### src/hw/rtl/sorted_array_min_priority_queue_macros.svh
// ----------------------------------------------------------------------------
// sorted array min priority queue assertion macros
// concurrent assertion wrappers, compiled out when NO_ASSERTIONS is defined
// ----------------------------------------------------------------------------
`ifndef SORTED_ARRAY_MIN_PRIORITY_QUEUE_MACROS_SVH
`define SORTED_ARRAY_MIN_PRIORITY_QUEUE_MACROS_SVH

`ifndef NO_ASSERTIONS
// checked outside reset
`define SAPQ_ASSERT(label, clk, rst, prop) \
  label: assert property (@(posedge clk) disable iff (rst) prop) \
    else $error("sapq assertion failed");
// checked at every edge, reset included
`define SAPQ_ASSERT_ALWAYS(label, clk, prop) \
  label: assert property (@(posedge clk) prop) \
    else $error("sapq assertion failed");
`else
`define SAPQ_ASSERT(label, clk, rst, prop)
`define SAPQ_ASSERT_ALWAYS(label, clk, prop)
`endif

`endif

### src/hw/rtl/sapq_pkg.sv
// ----------------------------------------------------------------------------
// sapq_pkg
// shared types, codes and constants of the sorted array min priority queue
// ----------------------------------------------------------------------------
`default_nettype none

package sapq_pkg;

  localparam int CAPACITY_DEF = 8;
  localparam int VALUE_W      = 32;
  localparam int STATUS_W     = 2;
  localparam int COUNT_OUT_W  = 4;

  localparam logic [STATUS_W-1:0] ST_DONE  = 2'd0;
  localparam logic [STATUS_W-1:0] ST_FULL  = 2'd1;
  localparam logic [STATUS_W-1:0] ST_EMPTY = 2'd2;

  localparam logic REQ_INSERT = 1'b0;
  localparam logic REQ_REMOVE = 1'b1;

  typedef enum logic [2:0] {
    S_IDLE,
    S_DISPATCH,
    S_INS_CMP,
    S_INS_PUT,
    S_REM_HEAD,
    S_REM_SHIFT,
    S_FINISH
  } state_t;

  // memory read address source
  typedef enum logic [1:0] {
    RD_POS_M1,
    RD_POS_M2,
    RD_ZERO,
    RD_POS_P1
  } rd_sel_t;

  // memory write address and data source
  typedef enum logic [1:0] {
    WR_INS_VALUE,
    WR_INS_SHIFT,
    WR_REM_SHIFT
  } wr_sel_t;

  typedef struct packed {
    logic    accept;
    logic    rd_en;
    rd_sel_t rd_sel;
    logic    wr_en;
    wr_sel_t wr_sel;
    logic    pos_zero;
    logic    pos_inc;
    logic    pos_dec;
    logic    head_load;
    logic    out_load;
  } dp_cmd_t;

  typedef struct packed {
    logic is_remove;
    logic full;
    logic empty;
    logic pos_is_zero;
    logic pos_is_one;
    logic greater;
    logic more;
    logic out_busy;
  } dp_status_t;

endpackage

`default_nettype wire

### src/hw/rtl/sapq_ctrl.sv
// ----------------------------------------------------------------------------
// sapq_ctrl
// sequencer for insert walk and remove shift over the entry memory
// ----------------------------------------------------------------------------
`default_nettype none

module sapq_ctrl (
  input  logic                  clk,
  input  logic                  rst,
  input  logic                  in_valid,
  output logic                  in_ready,
  input  sapq_pkg::dp_status_t  status,
  output sapq_pkg::dp_cmd_t     cmd
);

  import sapq_pkg::*;

  state_t state;
  state_t state_next;

  always_ff @(posedge clk) begin
    if (rst) begin
      state <= S_IDLE;
    end else begin
      state <= state_next;
    end
  end

  always_comb begin
    state_next = state;
    case (state)
      S_IDLE: begin
        if (in_valid) begin
          state_next = S_DISPATCH;
        end
      end
      S_DISPATCH: begin
        if (status.is_remove) begin
          state_next = status.empty ? S_FINISH : S_REM_HEAD;
        end else if (status.full) begin
          state_next = S_FINISH;
        end else if (status.pos_is_zero) begin
          state_next = S_INS_PUT;
        end else begin
          state_next = S_INS_CMP;
        end
      end
      S_INS_CMP: begin
        if (!status.greater) begin
          state_next = S_FINISH;
        end else if (status.pos_is_one) begin
          state_next = S_INS_PUT;
        end
      end
      S_INS_PUT: begin
        state_next = S_FINISH;
      end
      S_REM_HEAD: begin
        state_next = status.more ? S_REM_SHIFT : S_FINISH;
      end
      S_REM_SHIFT: begin
        if (!status.more) begin
          state_next = S_FINISH;
        end
      end
      S_FINISH: begin
        if (!status.out_busy) begin
          state_next = S_IDLE;
        end
      end
      default: begin
        state_next = S_IDLE;
      end
    endcase
  end

  always_comb begin
    cmd      = '0;
    in_ready = 1'b0;
    case (state)
      S_IDLE: begin
        in_ready   = 1'b1;
        cmd.accept = in_valid;
      end
      S_DISPATCH: begin
        if (status.is_remove) begin
          if (!status.empty) begin
            cmd.pos_zero = 1'b1;
            cmd.rd_en    = 1'b1;
            cmd.rd_sel   = RD_ZERO;
          end
        end else if (!status.full && !status.pos_is_zero) begin
          cmd.rd_en  = 1'b1;
          cmd.rd_sel = RD_POS_M1;
        end
      end
      S_INS_CMP: begin
        cmd.wr_en = 1'b1;
        if (status.greater) begin
          // shift the larger entry up and look one slot lower
          cmd.wr_sel  = WR_INS_SHIFT;
          cmd.pos_dec = 1'b1;
          if (!status.pos_is_one) begin
            cmd.rd_en  = 1'b1;
            cmd.rd_sel = RD_POS_M2;
          end
        end else begin
          cmd.wr_sel = WR_INS_VALUE;
        end
      end
      S_INS_PUT: begin
        cmd.wr_en  = 1'b1;
        cmd.wr_sel = WR_INS_VALUE;
      end
      S_REM_HEAD: begin
        cmd.head_load = 1'b1;
        if (status.more) begin
          cmd.rd_en   = 1'b1;
          cmd.rd_sel  = RD_POS_P1;
          cmd.pos_inc = 1'b1;
        end
      end
      S_REM_SHIFT: begin
        cmd.wr_en  = 1'b1;
        cmd.wr_sel = WR_REM_SHIFT;
        if (status.more) begin
          cmd.rd_en   = 1'b1;
          cmd.rd_sel  = RD_POS_P1;
          cmd.pos_inc = 1'b1;
        end
      end
      S_FINISH: begin
        cmd.out_load = !status.out_busy;
      end
      default: begin
        cmd = '0;
      end
    endcase
  end

endmodule

`default_nettype wire

### src/hw/rtl/sapq_dp.sv
// ----------------------------------------------------------------------------
// sapq_dp
// entry memory, walk pointer, fill count and result register
// ----------------------------------------------------------------------------
`default_nettype none

`include "sorted_array_min_priority_queue_macros.svh"

module sapq_dp #(
  parameter int CAPACITY = sapq_pkg::CAPACITY_DEF
) (
  input  logic                                   clk,
  input  logic                                   rst,
  input  sapq_pkg::dp_cmd_t                      cmd,
  output sapq_pkg::dp_status_t                   status,
  input  logic                                   req_type,
  input  logic signed [sapq_pkg::VALUE_W-1:0]    insert_value,
  output logic                                   out_valid,
  input  logic                                   out_ready,
  output logic [sapq_pkg::STATUS_W-1:0]          out_status,
  output logic signed [sapq_pkg::VALUE_W-1:0]    out_removed,
  output logic [sapq_pkg::COUNT_OUT_W-1:0]       out_count
);

  import sapq_pkg::*;

  localparam int CNT_W  = $clog2(CAPACITY + 1);
  localparam int ADDR_W = $clog2(CAPACITY);

  logic signed [VALUE_W-1:0] mem [CAPACITY];

  logic [CNT_W-1:0]          count;
  logic [CNT_W-1:0]          count_next;
  logic [CNT_W-1:0]          pos;
  logic [CNT_W-1:0]          pos_m1;
  logic [CNT_W-1:0]          pos_m2;
  logic [CNT_W-1:0]          pos_p1;
  logic                      req;
  logic signed [VALUE_W-1:0] value;
  logic signed [VALUE_W-1:0] rd_data;
  logic signed [VALUE_W-1:0] head;
  logic [CNT_W-1:0]          rd_idx;
  logic [CNT_W-1:0]          wr_idx;
  logic signed [VALUE_W-1:0] wr_data;
  logic                      full;
  logic                      empty;
  logic [STATUS_W-1:0]       res_status;
  logic signed [VALUE_W-1:0] res_removed;

  assign pos_m1 = pos - CNT_W'(1);
  assign pos_m2 = pos - CNT_W'(2);
  assign pos_p1 = pos + CNT_W'(1);
  assign full   = (count == CNT_W'(CAPACITY));
  assign empty  = (count == '0);

  always_comb begin
    case (cmd.rd_sel)
      RD_POS_M1: rd_idx = pos_m1;
      RD_POS_M2: rd_idx = pos_m2;
      RD_ZERO:   rd_idx = '0;
      RD_POS_P1: rd_idx = pos_p1;
      default:   rd_idx = '0;
    endcase
  end

  always_comb begin
    case (cmd.wr_sel)
      WR_INS_VALUE: begin
        wr_idx  = pos;
        wr_data = value;
      end
      WR_INS_SHIFT: begin
        wr_idx  = pos;
        wr_data = rd_data;
      end
      WR_REM_SHIFT: begin
        wr_idx  = pos_m1;
        wr_data = rd_data;
      end
      default: begin
        wr_idx  = pos;
        wr_data = value;
      end
    endcase
  end

  always_ff @(posedge clk) begin
    if (cmd.wr_en) begin
      mem[wr_idx[ADDR_W-1:0]] <= wr_data;
    end
    if (cmd.rd_en) begin
      rd_data <= mem[rd_idx[ADDR_W-1:0]];
    end
  end

  // request latch and walk pointer
  always_ff @(posedge clk) begin
    if (cmd.accept) begin
      req   <= req_type;
      value <= insert_value;
    end
    if (cmd.head_load) begin
      head <= rd_data;
    end
    if (rst) begin
      pos <= '0;
    end else if (cmd.accept) begin
      pos <= count;
    end else if (cmd.pos_zero) begin
      pos <= '0;
    end else if (cmd.pos_inc) begin
      pos <= pos_p1;
    end else if (cmd.pos_dec) begin
      pos <= pos_m1;
    end
  end

  always_comb begin
    count_next  = count;
    res_status  = ST_DONE;
    res_removed = '0;
    if (req == REQ_INSERT) begin
      if (full) begin
        res_status = ST_FULL;
      end else begin
        count_next = count + CNT_W'(1);
      end
    end else begin
      if (empty) begin
        res_status = ST_EMPTY;
      end else begin
        count_next  = count - CNT_W'(1);
        res_removed = head;
      end
    end
  end

  always_ff @(posedge clk) begin
    if (rst) begin
      count     <= '0;
      out_valid <= 1'b0;
    end else begin
      if (cmd.out_load) begin
        count     <= count_next;
        out_valid <= 1'b1;
      end else if (out_ready) begin
        out_valid <= 1'b0;
      end
    end
  end

  always_ff @(posedge clk) begin
    if (cmd.out_load) begin
      out_status  <= res_status;
      out_removed <= res_removed;
      // entry count saturates at the field maximum
      if (32'(count_next) > 32'(2**COUNT_OUT_W - 1)) begin
        out_count <= '1;
      end else begin
        out_count <= COUNT_OUT_W'(count_next);
      end
    end
  end

  always_comb begin
    status.is_remove   = (req == REQ_REMOVE);
    status.full        = full;
    status.empty       = empty;
    status.pos_is_zero = (pos == '0);
    status.pos_is_one  = (pos == CNT_W'(1));
    status.greater     = (rd_data > value);
    status.more        = (pos_p1 < count);
    status.out_busy    = out_valid && !out_ready;
  end

  `SAPQ_ASSERT(a_count_bound, clk, rst, count <= CNT_W'(CAPACITY))
  `SAPQ_ASSERT(a_no_overwrite, clk, rst, cmd.out_load |-> (!out_valid || out_ready))
  `SAPQ_ASSERT(a_count_on_finish, clk, rst, !cmd.out_load |=> $stable(count))
  `SAPQ_ASSERT_ALWAYS(a_reset_empty, clk, rst |=> (count == '0 && !out_valid))

endmodule

`default_nettype wire

### src/hw/rtl/sorted_array_min_priority_queue.sv
// ----------------------------------------------------------------------------
// sorted_array_min_priority_queue
// minimum priority queue of signed values kept in ascending order
// ----------------------------------------------------------------------------
// requests arrive on the in channel (req_type, insert_value); each request
// gives one result beat on the out channel (status, removed_value,
// entry_count). an insert into a full queue returns full, a remove from an
// empty queue returns empty with value 0.
// entries live in a single-port-write, single-port-read memory; an insert
// walks down from the tail, shifting larger entries up one slot a cycle, a
// remove reads the head and shifts the rest down one slot a cycle.
// the walk does one memory access a cycle, so an insert or remove takes longer
// the more entries the queue holds; an insert walk stops at the first entry
// not larger than its value, and a refused request skips the walk. the
// controller returns to idle after each result loads, before the next request
// is accepted, so requests are handled one at a time.
// a new request is accepted while the previous result still waits in the
// output register; if the receiver stalls, the finished request holds
// until the output register frees.
// reset empties the queue and drops any pending result; no clearing pass.
// ----------------------------------------------------------------------------
`default_nettype none

module sorted_array_min_priority_queue #(
  parameter int CAPACITY = sapq_pkg::CAPACITY_DEF
) (
  input  logic                                  clk,
  input  logic                                  rst,
  input  logic                                  in_valid,
  output logic                                  in_ready,
  input  logic                                  req_type,
  input  logic signed [sapq_pkg::VALUE_W-1:0]   insert_value,
  output logic                                  out_valid,
  input  logic                                  out_ready,
  output logic [sapq_pkg::STATUS_W-1:0]         status,
  output logic signed [sapq_pkg::VALUE_W-1:0]   removed_value,
  output logic [sapq_pkg::COUNT_OUT_W-1:0]      entry_count
);

  import sapq_pkg::*;

  dp_cmd_t    cmd;
  dp_status_t dp_status;

  sapq_ctrl u_ctrl (
    .clk      (clk),
    .rst      (rst),
    .in_valid (in_valid),
    .in_ready (in_ready),
    .status   (dp_status),
    .cmd      (cmd)
  );

  sapq_dp #(
    .CAPACITY (CAPACITY)
  ) u_dp (
    .clk          (clk),
    .rst          (rst),
    .cmd          (cmd),
    .status       (dp_status),
    .req_type     (req_type),
    .insert_value (insert_value),
    .out_valid    (out_valid),
    .out_ready    (out_ready),
    .out_status   (status),
    .out_removed  (removed_value),
    .out_count    (entry_count)
  );

endmodule

`default_nettype wire

### config.mk
export PLATFORM = sky130hd
export DESIGN_NAME = sorted_array_min_priority_queue
export DESIGN_NICKNAME = d
export VERILOG_FILES = /design/src/hw/rtl/sapq_pkg.sv /design/src/hw/rtl/sapq_ctrl.sv /design/src/hw/rtl/sapq_dp.sv /design/src/hw/rtl/sorted_array_min_priority_queue.sv
export VERILOG_INCLUDE_DIRS = /design/src /design/src/hw/rtl
export SDC_FILE = /design/constraint.sdc
export NUM_CORES = 1
export LEC_CHECK = 0
export CORE_UTILIZATION = 30
export CTS_CLUSTER_SIZE = 16
export DETAILED_ROUTE_END_ITERATION = 6
export DONT_BUFFER_PORTS = 1
export GPL_ROUTABILITY_DRIVEN = 0
export PLACE_DENSITY = 0.45
export SYNTH_ARGS = -nofsm -noshare
export SYNTH_HDL_FRONTEND = slang
export SYNTH_SLANG_ARGS = --single-unit
### constraint.sdc
create_clock -name clk -period 6.2 [get_ports clk]
set_clock_uncertainty 0.2 [all_clocks]
set_input_delay 0.62 -clock clk [delete_from_list [all_inputs] [get_ports clk]]
set_output_delay 0.62 -clock clk [all_outputs]
set_load 0.02 [all_outputs]
==> run summary, run 1 <==
routed len/inst = 21.85 µm
sequential area share after synthesis = 69.88%
minimum clock period after layout = 5.186 ns
final setup fails = 0
maximum fanout along the worst path = 20
Total Power = 0.01060 W
CP Launch Type = flop
Syn Area/Cell = 14.37 µm²
area grow syn2layout = 16.02%
setup TNS = 0 ns
gr usage total = 15.62%
CTS sink count = 403
Final Worst Setup Slack = 1.014 ns
Final Non-Filler Cells = 2027
Reg2Reg Depth = 11
Post-Place Worst Slack = 0.8984 ns
Worst path depth = 11
TritonCTS clock tree = done
crit-path cells = ha_1 > nand4_1 > a2111oi_0 > or4_1 > o21ai_0 > or4_1 > ha_2 > xnor2_1 > nand2b_1 > nor2_4 > buf_4
slowest CP cell = a2111oi_0
CORE AREA = 56390 µm²
placed cells = 1906
most frequent cells in the layout = 391 x edfxtp_1, 110 x inv_1, 70 x nand2b_1
Pint = 0.006670 W
Top FF cell, synth = edfxtp_1
Worst IR Drop VDD = 285.1 µV
Setup crit start = u_dp.rd_data[29]$_DFFE_PP_
PwrDens = 532.9 nW/µm²
Rows = 87
delay-heaviest family, CP = simple AND/OR/NAND/NOR gates
outcome = finished, violations left
Routed Antenna Nets = 0
Async S/R FF share, synth = 0%
Worst slew margin = 28.56%
Req. time, crit path = 6.22 ns
CTS clk-pin slew, worst paths = 0.06 ns
most common cell after layout, fill and taps aside = edfxtp_1
Most common cell on crit path = or4_1
Clock Path Buffers = 3
drt total wl = 44280 µm
Final #Nets = 1314
Synth warnings = 0
Mapped Area = 17150 µm²
FF-to-FF End = u_dp.mem[1][17]$_DFFE_PP_
# DRC = 1
Mapped Cells = 1193
Switching Share = 37.08%
Distinct cells, synth = 54
clock power share = 24.6%
first-pass GRT wire length = 66610 µm
CTS Root Cell = clkbuf_16
RSZ-0062 raised after global routing = false
CTS HTree Levels = 2
fin. max-slew vios = 0
f_max = 192.8 MHz
Detailed Place HPWL = 26720 µm
share of layout cells above drive strength 1 = 13.15%
die height = 241.1 µm
Comb pwr share = 36.4%
worst slew pin tran = 1.072 ns
period utilization = 83.64%
Die Area = 58110 µm²
io pins = 77
critical path endpoint category = flop
Mapped Nets = 1274
post-synth top area cell = edfxtp_1
MaxCap Viol Count = 0
worst min-delay path class = flop to flop
Overflow after GRT = 0
Lkg Pwr = 6.876 nW
largest net degree at the start of global routing = 66
Post-synth EDFFs = 391
violated checks = DRC
Worst-Skew Late Latency = 0.58 ns
kind of critical path = flop to flop
DIE WIDTH = 241.1 µm
top cell type's share of synthesized area = 68.48%
cts bufs inserted = 46
CP Buf/Inv Count = 1
DR vias = 9971
initial DRC count = 832
Hold Fails Final Rpt = 0
Initial Utilization = 30.41%
Worst Setup EP = u_dp.mem[1][17]$_DFFE_PP_
first-pass detailed-route iteration total = 7
initial antenna violation count = 2
Largest stage delay, worst path = 0.78 ns
routed vias/inst = 4.919
sequential power share = 38.9%
P_sw = 0.003931 W
synth top area cells = edfxtp_1 68%, ha_1 3.2%, nand2b_1 2.6%, and3_1 2.5%, inv_1 2.4%
flip-flop and latch count after synthesis = 403
worst path arrival time = 5.20 ns
vias in the first global route = 10050
reg2reg setup slack = 1.01 ns
PortBufs = 0
Worst R2R Start = u_dp.rd_data[29]$_DFFE_PP_
==> metal layers <==
| metal | share of wire (%) | track usage [%] | wire, µm |
|---|---|---|---|
| met2 | 47 | 25.42 | 20960 |
| met5 | 0.029 | 0 | 13 |
| met1 | 45 | 21.16 | 20020 |
| met4 | 2.4 | 5.025 | 1084 |
| met3 | 5.0 | 2.585 | 2204 |
==> logic make-up after synthesis <==
kind of cell / after synthesis / share of synthesized area [%]
mux: 38 / 2.532
buf+inv: 178 / 4.283
xor+xnor: 7 / 0.3576
compound gates: 242 / 10.99
flops: 403 / 69.88
fa+ha+maj: 44 / 3.211
simple gates: 281 / 8.749
==> what timing repair did <==
item,CTS,global route
resized for setup,0,0
hold buffers,35,0
setup buffers,0,0
endpoints found under the hold margin,45,0
==> stage by stage <==
stage                     instance area (µm²)  utilization, %  hold slack, ns
after detailed placement                18100           32.11          0.2434
after floorplan                         17150               -          0.2264
after global placement                  18100           32.11          0.2463
after global routing                    19890           35.28          0.2761
final                                   19890           35.28          0.2596
after CTS                               19890           35.27          0.2595
==> cells in the mapped netlist, types with 4 or more instances <==
| master | n |
|---|---|
| buf_6 | 4 |
| a222oi_1 | 32 |
| and3_1 | 68 |
| a21o_1 | 8 |
| nand3_1 | 9 |
| nor2_1 | 37 |
| o21ai_0 | 11 |
| xnor2_1 | 6 |
| nand4_1 | 10 |
| clkbuf_1 | 39 |
| ha_1 | 44 |
| inv_1 | 110 |
| a31oi_1 | 35 |
| buf_2 | 23 |
| nor2b_1 | 4 |
| a211oi_2 | 32 |
| o211ai_1 | 4 |
| nand2_1 | 62 |
| nand2b_1 | 70 |
| a21oi_1 | 53 |
| edfxtp_1 | 391 |
| nor3_1 | 5 |
| a211oi_1 | 36 |
| mux2i_1 | 4 |
| dfxtp_1 | 12 |
| mux2_2 | 33 |
| and2_1 | 5 |
==> final cells by class <==
class                   instances  area [µm²]
repair buffers                 60       600.6
clock inverters                28       242.7
diodes                          1       2.502
multi-input cells             612        4514
flip-flops and latches        403       11980
inverters                     110       412.9
fillers                      5494       36490
clock buffers                  57        1192
well taps                     756       945.9
==> worst min path at each step <==
stage                                    startpoint                endpoint  slack, ns  cells past startpoint
after floorplan           u_dp.rd_data[0]$_DFFE_PP_  u_dp.head[0]$_DFFE_PP_       0.23                      0
after global placement    u_dp.rd_data[0]$_DFFE_PP_  u_dp.head[0]$_DFFE_PP_       0.25                      0
after detailed placement  u_dp.rd_data[0]$_DFFE_PP_  u_dp.head[0]$_DFFE_PP_       0.24                      0
after CTS                 u_dp.rd_data[0]$_DFFE_PP_  u_dp.head[0]$_DFFE_PP_       0.26                      0
after global routing      u_dp.rd_data[0]$_DFFE_PP_  u_dp.head[0]$_DFFE_PP_       0.28                      0
final                     u_dp.rd_data[0]$_DFFE_PP_  u_dp.head[0]$_DFFE_PP_       0.26                      0
==> state kept, by name, indices dropped and copies added (netlist names) <==
name and cells:
u_dp.count 4, u_dp.value 32, u_dp.rd_data 32, u_dp.out_valid 1, u_ctrl.state 3, u_dp.out_count 4, u_dp.pos 4, u_dp.mem 256
u_dp.out_removed 32, u_dp.head 32, u_dp.out_status 2, u_dp.req 1
==> power groups by stage <==
stage / Sequential [W] / Clock (W) / Combinational (W)
floorplan: 0.00406 / 0 / 0.00272
CTS: 0.00413 / 0.00269 / 0.00394
global route: 0.00418 / 0.00279 / 0.00425
global placement: 0.00418 / 0 / 0.00388
finish: 0.00413 / 0.00261 / 0.00386
detailed placement: 0.00419 / 0 / 0.00391
(Power assumes the default switching activity.)
==> run 2, diff against run 1 <==
- PLACE_DENSITY: 0.45 -> 0.46
- clock period: 6.2 -> 4.17 ns (I/O delays scaled with it)
==> run summary, run 2 (synthesis results as in run 1) <==
Detailed Place HPWL = 28920 µm (+8.2%)
maximum fanout along the worst path = 5 (-75%)
Final #Nets = 1387 (+5.6%)
initial DRC count = 765 (-8.1%)
worst slew pin tran = 0.8914 ns (-0.1803 ns)
first-pass GRT wire length = 65940 µm (-1.0%)
worst path arrival time = 4.08 ns (-1.12 ns)
Core Util, Final = 37.03% (+1.8 points)
CTS clk-pin slew, worst paths = 0.06 ns (about the same)
Hold Fails Final Rpt = 0 (unchanged)
Req. time, crit path = 4.26 ns (-1.96 ns)
CORE AREA = 56390 µm² (unchanged)
largest net degree at the start of global routing = 36 (-45%)
P_sw = 0.006050 W (+54%)
Clock Path Buffers = 3 (unchanged)
Lkg Pwr = 7.366 nW (+7.1%)
Rows = 87 (unchanged)
final setup fails = 0 (unchanged)
period utilization = 95.73% (+12 points)
Filler cells = 5411 (-1.5%)
MaxCap Viol Count = 0 (unchanged)
CP Launch Type = flop
Pint = 0.01076 W (+61%)
kind of critical path = flop to flop
max FFs per register = 256 (unchanged)
most common cell after layout, fill and taps aside = edfxtp_1
first-pass detailed-route iteration total = 7 (unchanged)
CTS Root Cell = clkbuf_16
minimum clock period after layout = 3.992 ns (-1.194 ns)
worst hold start = in_valid
Routed Antenna Nets = 0 (unchanged)
DIE WIDTH = 241.1 µm (unchanged)
initial antenna violation count = 3 (+1)
routed vias/inst = 4.825 (-1.9%)
vias in the first global route = 10200 (+1.5%)
share of layout cells above drive strength 1 = 18.85% (+5.7 points)
worst min-delay path class = input pin to flop
DR vias = 10120 (+1.5%)
TritonCTS clock tree = done
critical path endpoint category = flop
PortBufs = 0 (unchanged)
# DRC = 0 (-1)
clock power share = 24.3% (-0.3 points)
Comb pwr share = 39.5% (+3.1 points)
die height = 241.1 µm (unchanged)
antenna cells = 0 (-1)
outcome = completed
Worst-Skew Late Latency = 0.60 ns (+0.02 ns)
design area = 20880 µm² (+5.0%)
routed len/inst = 21.00 µm (-3.9%)
cts bufs inserted = 46 (unchanged)
Worst IR Drop VDD = 547.0 µV (+92%)
fin. max-slew vios = 0 (unchanged)
PwrDens = 804.8 nW/µm² (+51%)
drt total wl = 44060 µm (-0.51%)
Worst slew margin = 40.43% (+12 points)
Die Area = 58110 µm² (unchanged)
io pins = 77 (unchanged)
gr usage total = 15.50% (-0.13 points)
f_max = 250.5 MHz (+30%)
RSZ-0062 raised after global routing = true
most frequent cells in the layout = 391 x edfxtp_1, 110 x inv_1, 70 x nand2b_1
Setup crit start = u_dp.rd_data[11]$_DFFE_PP_
Initial Utilization = 30.41% (unchanged)
area grow syn2layout = 21.78%
Worst R2R Start = u_dp.rd_data[11]$_DFFE_PP_
sequential power share = 36.2% (-2.7 points)
Overflow after GRT = 0 (unchanged)
CTS HTree Levels = 2 (unchanged)
CTS sink count = 403 (unchanged)
Switching Share = 36.00% (-1.1 points)
DP Area = 18880 µm² (+4.3%)
==> run 2: cell count changes in the layout (fill, tap and decap cells not counted), sizes merged <==
cell    change
clkinv      -2
buf        +72
bufinv      +2
inv         -3
clkbuf      +3
diode       -1
==> run 2: power groups by stage <==
stage               Combinational (W)  Clock [W]  Sequential (W)
floorplan                     0.00405          0         0.00603
global placement              0.00663          0         0.00617
detailed placement            0.00665          0         0.00617
CTS                           0.00674    0.00420         0.00609
global route                  0.00727    0.00436         0.00615
finish                        0.00664    0.00409         0.00608
==> run 2: worst max-delay path: stages (launching register included) <==
cell and delay [ns]:
edfxtp_1 0.45, ha_1 0.36, nand4_1 0.08, buf_4 0.16, nor2_4 0.05, a221o_1 0.41, o31a_1 0.35, o21ai_2 0.13
or4_1 0.14, ha_2 0.21, buf_4 0.14, nand3_1 0.11, buf_4 0.16, o22a_2 0.26, nor2_4 0.25, clkbuf_16 0.22
==> run 2: path summary, 6_finish.rpt <==
kind | endpoint | slack [ns] | cells past startpoint
max reg2reg | u_dp.mem[3][30]$_DFFE_PP_ | 0.18 | 15
min | u_ctrl.state[0]$_SDFFE_PP0P_ | 0.22 | 5
max | u_dp.mem[3][30]$_DFFE_PP_ | 0.18 | 15
min reg2reg | u_dp.head[0]$_DFFE_PP_ | 0.27 | 0
==> run 2: layout make-up <==
cell class | count | area (µm²) | share of cell area (%)
multi-input combinational | 612 | 4573 | 21.90
inverter | 110 | 412.9 | 1.977
sequential | 403 | 11980 | 57.38
tap | 756 | 945.9 | 4.530
timing repair buffer | 133 | 1436 | 6.879
clock inverter | 25 | 310.3 | 1.486
clock buffer | 59 | 1221 | 5.848
==> run 2: metrics by stage <==
step | setup WS (ns) | std cells | hold WS (ns) | setup TNS, ns | total power, W
floorplan | -0.5239 | 1193 | 0.2264 | -34.17 | 0.01008
global route | -0.009275 | 2098 | 0.2092 | -0.02025 | 0.01777
global placement | -0.6595 | 1974 | 0.2380 | -313.89 | 0.01279
CTS | 0.006904 | 2094 | 0.1722 | 0 | 0.01703
detailed placement | -0.3087 | 1974 | 0.2518 | -120.44 | 0.01282
finish | 0.1780 | 2098 | 0.2153 | 0 | 0.01681
==> run 2: what timing repair did <==
action / CTS / global route
hold endpoints to repair: 45 / 0
endpoints found under the setup margin: 540 / 319
resized for setup: 5 / 9
setup buffers: 1 / 2
hold buffers: 35 / 0
gates cloned: 0 / 2
pin swaps: 1 / 3
==> run 2: routing by layer <==
layer  track usage, %  part of all wire [%]  up-vias
met5                0                 0.030        -
met4            4.392                   2.0        2
met3            2.779                   4.6       58
met2            25.24                    47      220
met1            21.06                    46     5070
li1                 -                     -     4773
==> run 3, diff against run 2 <==
- PLACE_DENSITY: 0.46 -> not set
- PLACE_DENSITY_LB_ADDON: not set -> 0.15
==> run summary, run 3 (synthesis results as in run 1) <==
CP Buf/Inv Count = 3 (-1)
area grow syn2layout = 20.94%
CTS Root Cell = clkbuf_16
die height = 241.1 µm (unchanged)
initial DRC count = 777 (+1.6%)
Worst-Skew Late Latency = 0.58 ns (-0.02 ns)
Die Area = 58110 µm² (unchanged)
Reg2Reg Depth = 13 (-2)
CORE AREA = 56390 µm² (unchanged)
PwrDens = 795.3 nW/µm² (-1.2%)
Pint = 0.01042 W (-3.1%)
Req. time, crit path = 4.28 ns (+0.02 ns)
TritonCTS clock tree = done
routed vias/inst = 4.884 (+1.2%)
antenna cells = 0 (unchanged)
slowest CP cell = or4_1
violated checks = DRC
delay-heaviest family, CP = compound AO/OA/AOI/OAI gates
f_max = 252.0 MHz (+0.58%)
period utilization = 95.18% (-0.55 points)
hold slack = 0.1974 ns (-0.01788 ns)
io pins = 77 (unchanged)
worst slew pin tran = 0.8831 ns (-0.008289 ns)
Rows = 87 (unchanged)
Worst path depth = 13 (-2)
Detailed Place HPWL = 28810 µm (-0.38%)
Switching Share = 36.81% (+0.81 points)
first-pass detailed-route iteration total = 7 (unchanged)
Final Non-Filler Cells = 2081 (-0.81%)
minimum clock period after layout = 3.969 ns (-0.02307 ns)
fin. max-slew vios = 0 (unchanged)
most frequent cells in the layout = 391 x edfxtp_1, 110 x inv_1, 69 x nand2b_1
drt total wl = 46480 µm (+5.5%)
Worst IR Drop VDD = 562.8 µV (+2.9%)
share of layout cells above drive strength 1 = 18.19% (-0.66 points)
Worst slew margin = 40.51% (+0.071 points)
Filler cells = 5464 (+0.98%)
PortBufs = 0 (unchanged)
Most common cell on crit path = buf_4
Routed Antenna Nets = 0 (unchanged)
Overflow after GRT = 0 (unchanged)
max FFs per register = 256 (unchanged)
CTS HTree Levels = 2 (unchanged)
gr usage total = 15.99% (+0.50 points)
Largest stage delay, worst path = 0.59 ns (+0.14 ns)
CTS sink count = 403 (unchanged)
# DRC = 2 (+2)
Post-Place Worst Slack = -0.2787 ns (+0.02996 ns)
Comb pwr share = 40.0% (+0.5 points)
clock power share = 23.0% (-1.3 points)
Hold Fails Final Rpt = 0 (unchanged)
Clock Path Buffers = 3 (unchanged)
DIE WIDTH = 241.1 µm (unchanged)
Final Worst Setup Slack = 0.2010 ns (+0.02307 ns)
crit-path cells = ha_1 > a21o_1 > nand3_1 > a21oi_1 > or4_1 > buf_4 > o21ai_4 > buf_4 > mux2i_4 > buf_4 > a222oi_1 > a31oi_1 > a211oi_2
Final #Nets = 1372 (-1.1%)
worst path arrival time = 4.07 ns (about the same)
routed len/inst = 22.33 µm (+6.4%)
critical path endpoint category = flop
vias in the first global route = 10120 (-0.81%)
P_sw = 0.006071 W (+0.34%)
sequential power share = 37.0% (+0.8 points)
maximum fanout along the worst path = 24 (+19)
largest net degree at the start of global routing = 48 (+33%)
first-pass GRT wire length = 67740 µm (+2.7%)
kind of critical path = flop to flop
worst min-delay path class = input pin to flop
outcome = finished, violations left
cts bufs inserted = 44 (-4.3%)
initial antenna violation count = 4 (+1)
Hold Path Stages = 1 (-4)
Lkg Pwr = 7.269 nW (-1.3%)
CP Launch Type = flop
MaxCap Viol Count = 0 (unchanged)
DR vias = 10160 (+0.40%)
Initial Utilization = 30.41% (unchanged)
placed cells = 1953 (-1.1%)
CTS clk-pin slew, worst paths = 0.06 ns (about the same)
final setup fails = 0 (unchanged)
most common cell after layout, fill and taps aside = edfxtp_1
-- run 3: path summary, 6_finish.rpt --
path,startpoint,endpoint,slack (ns)
max,u_dp.rd_data[25]$_DFFE_PP_,u_dp.rd_data[28]$_DFFE_PP_,0.20
min reg2reg,u_dp.rd_data[0]$_DFFE_PP_,u_dp.head[0]$_DFFE_PP_,0.26
max reg2reg,u_dp.rd_data[25]$_DFFE_PP_,u_dp.rd_data[28]$_DFFE_PP_,0.20
min,in_valid,u_dp.value[31]$_DFFE_PP_,0.20
-- run 3: layer usage --
layer  up-vias  share of wire [%]  GRT usage [%]
li1       4734                  -              -
met1      5131                 45          21.46
met2       238                 48          26.40
met3        56                4.4          2.471
met4         4                2.0          5.159
met5         -              0.049              0
-- run 3: metrics by stage --
step	util [%]	cell area, µm²	power (W)	setup TNS (ns)
after floorplan	-	17160	0.01008	-34.17
after global placement	33.18	18710	0.01264	-92.61
after detailed placement	33.18	18710	0.01268	-79.78
after CTS	36.34	20490	0.01659	0
after global routing	36.78	20740	0.01746	-0.5471
final	36.78	20740	0.01649	0
-- run 3: power by group through the flow --
stage / clock network [W] / logic (W) / registers, W
global placement: 0 / 0.00646 / 0.00618
CTS: 0.00392 / 0.00657 / 0.00610
detailed placement: 0 / 0.00650 / 0.00618
global route: 0.00405 / 0.00725 / 0.00616
finish: 0.00379 / 0.00660 / 0.00610
floorplan: 0 / 0.00405 / 0.00603
-- run 3: layout make-up --
type | count | area [µm²] | share of cell area [%]
multi-input cells | 612 | 4596 | 22.16
repair buffers | 120 | 1408 | 6.788
flip-flops and latches | 403 | 11980 | 57.79
well taps | 756 | 945.9 | 4.562
inverters | 110 | 412.9 | 1.991
clock inverters | 22 | 185.2 | 0.8930
clock buffers | 58 | 1206 | 5.817
-- run 3: what timing repair did --
item,4_1_cts,5_1_grt
gates cloned,0,6
hold endpoints to repair,45,0
setup buffers,2,5
endpoints found under the setup margin,513,263
gates resized for setup,6,15
hold buffers,35,0
pin swaps,1,7
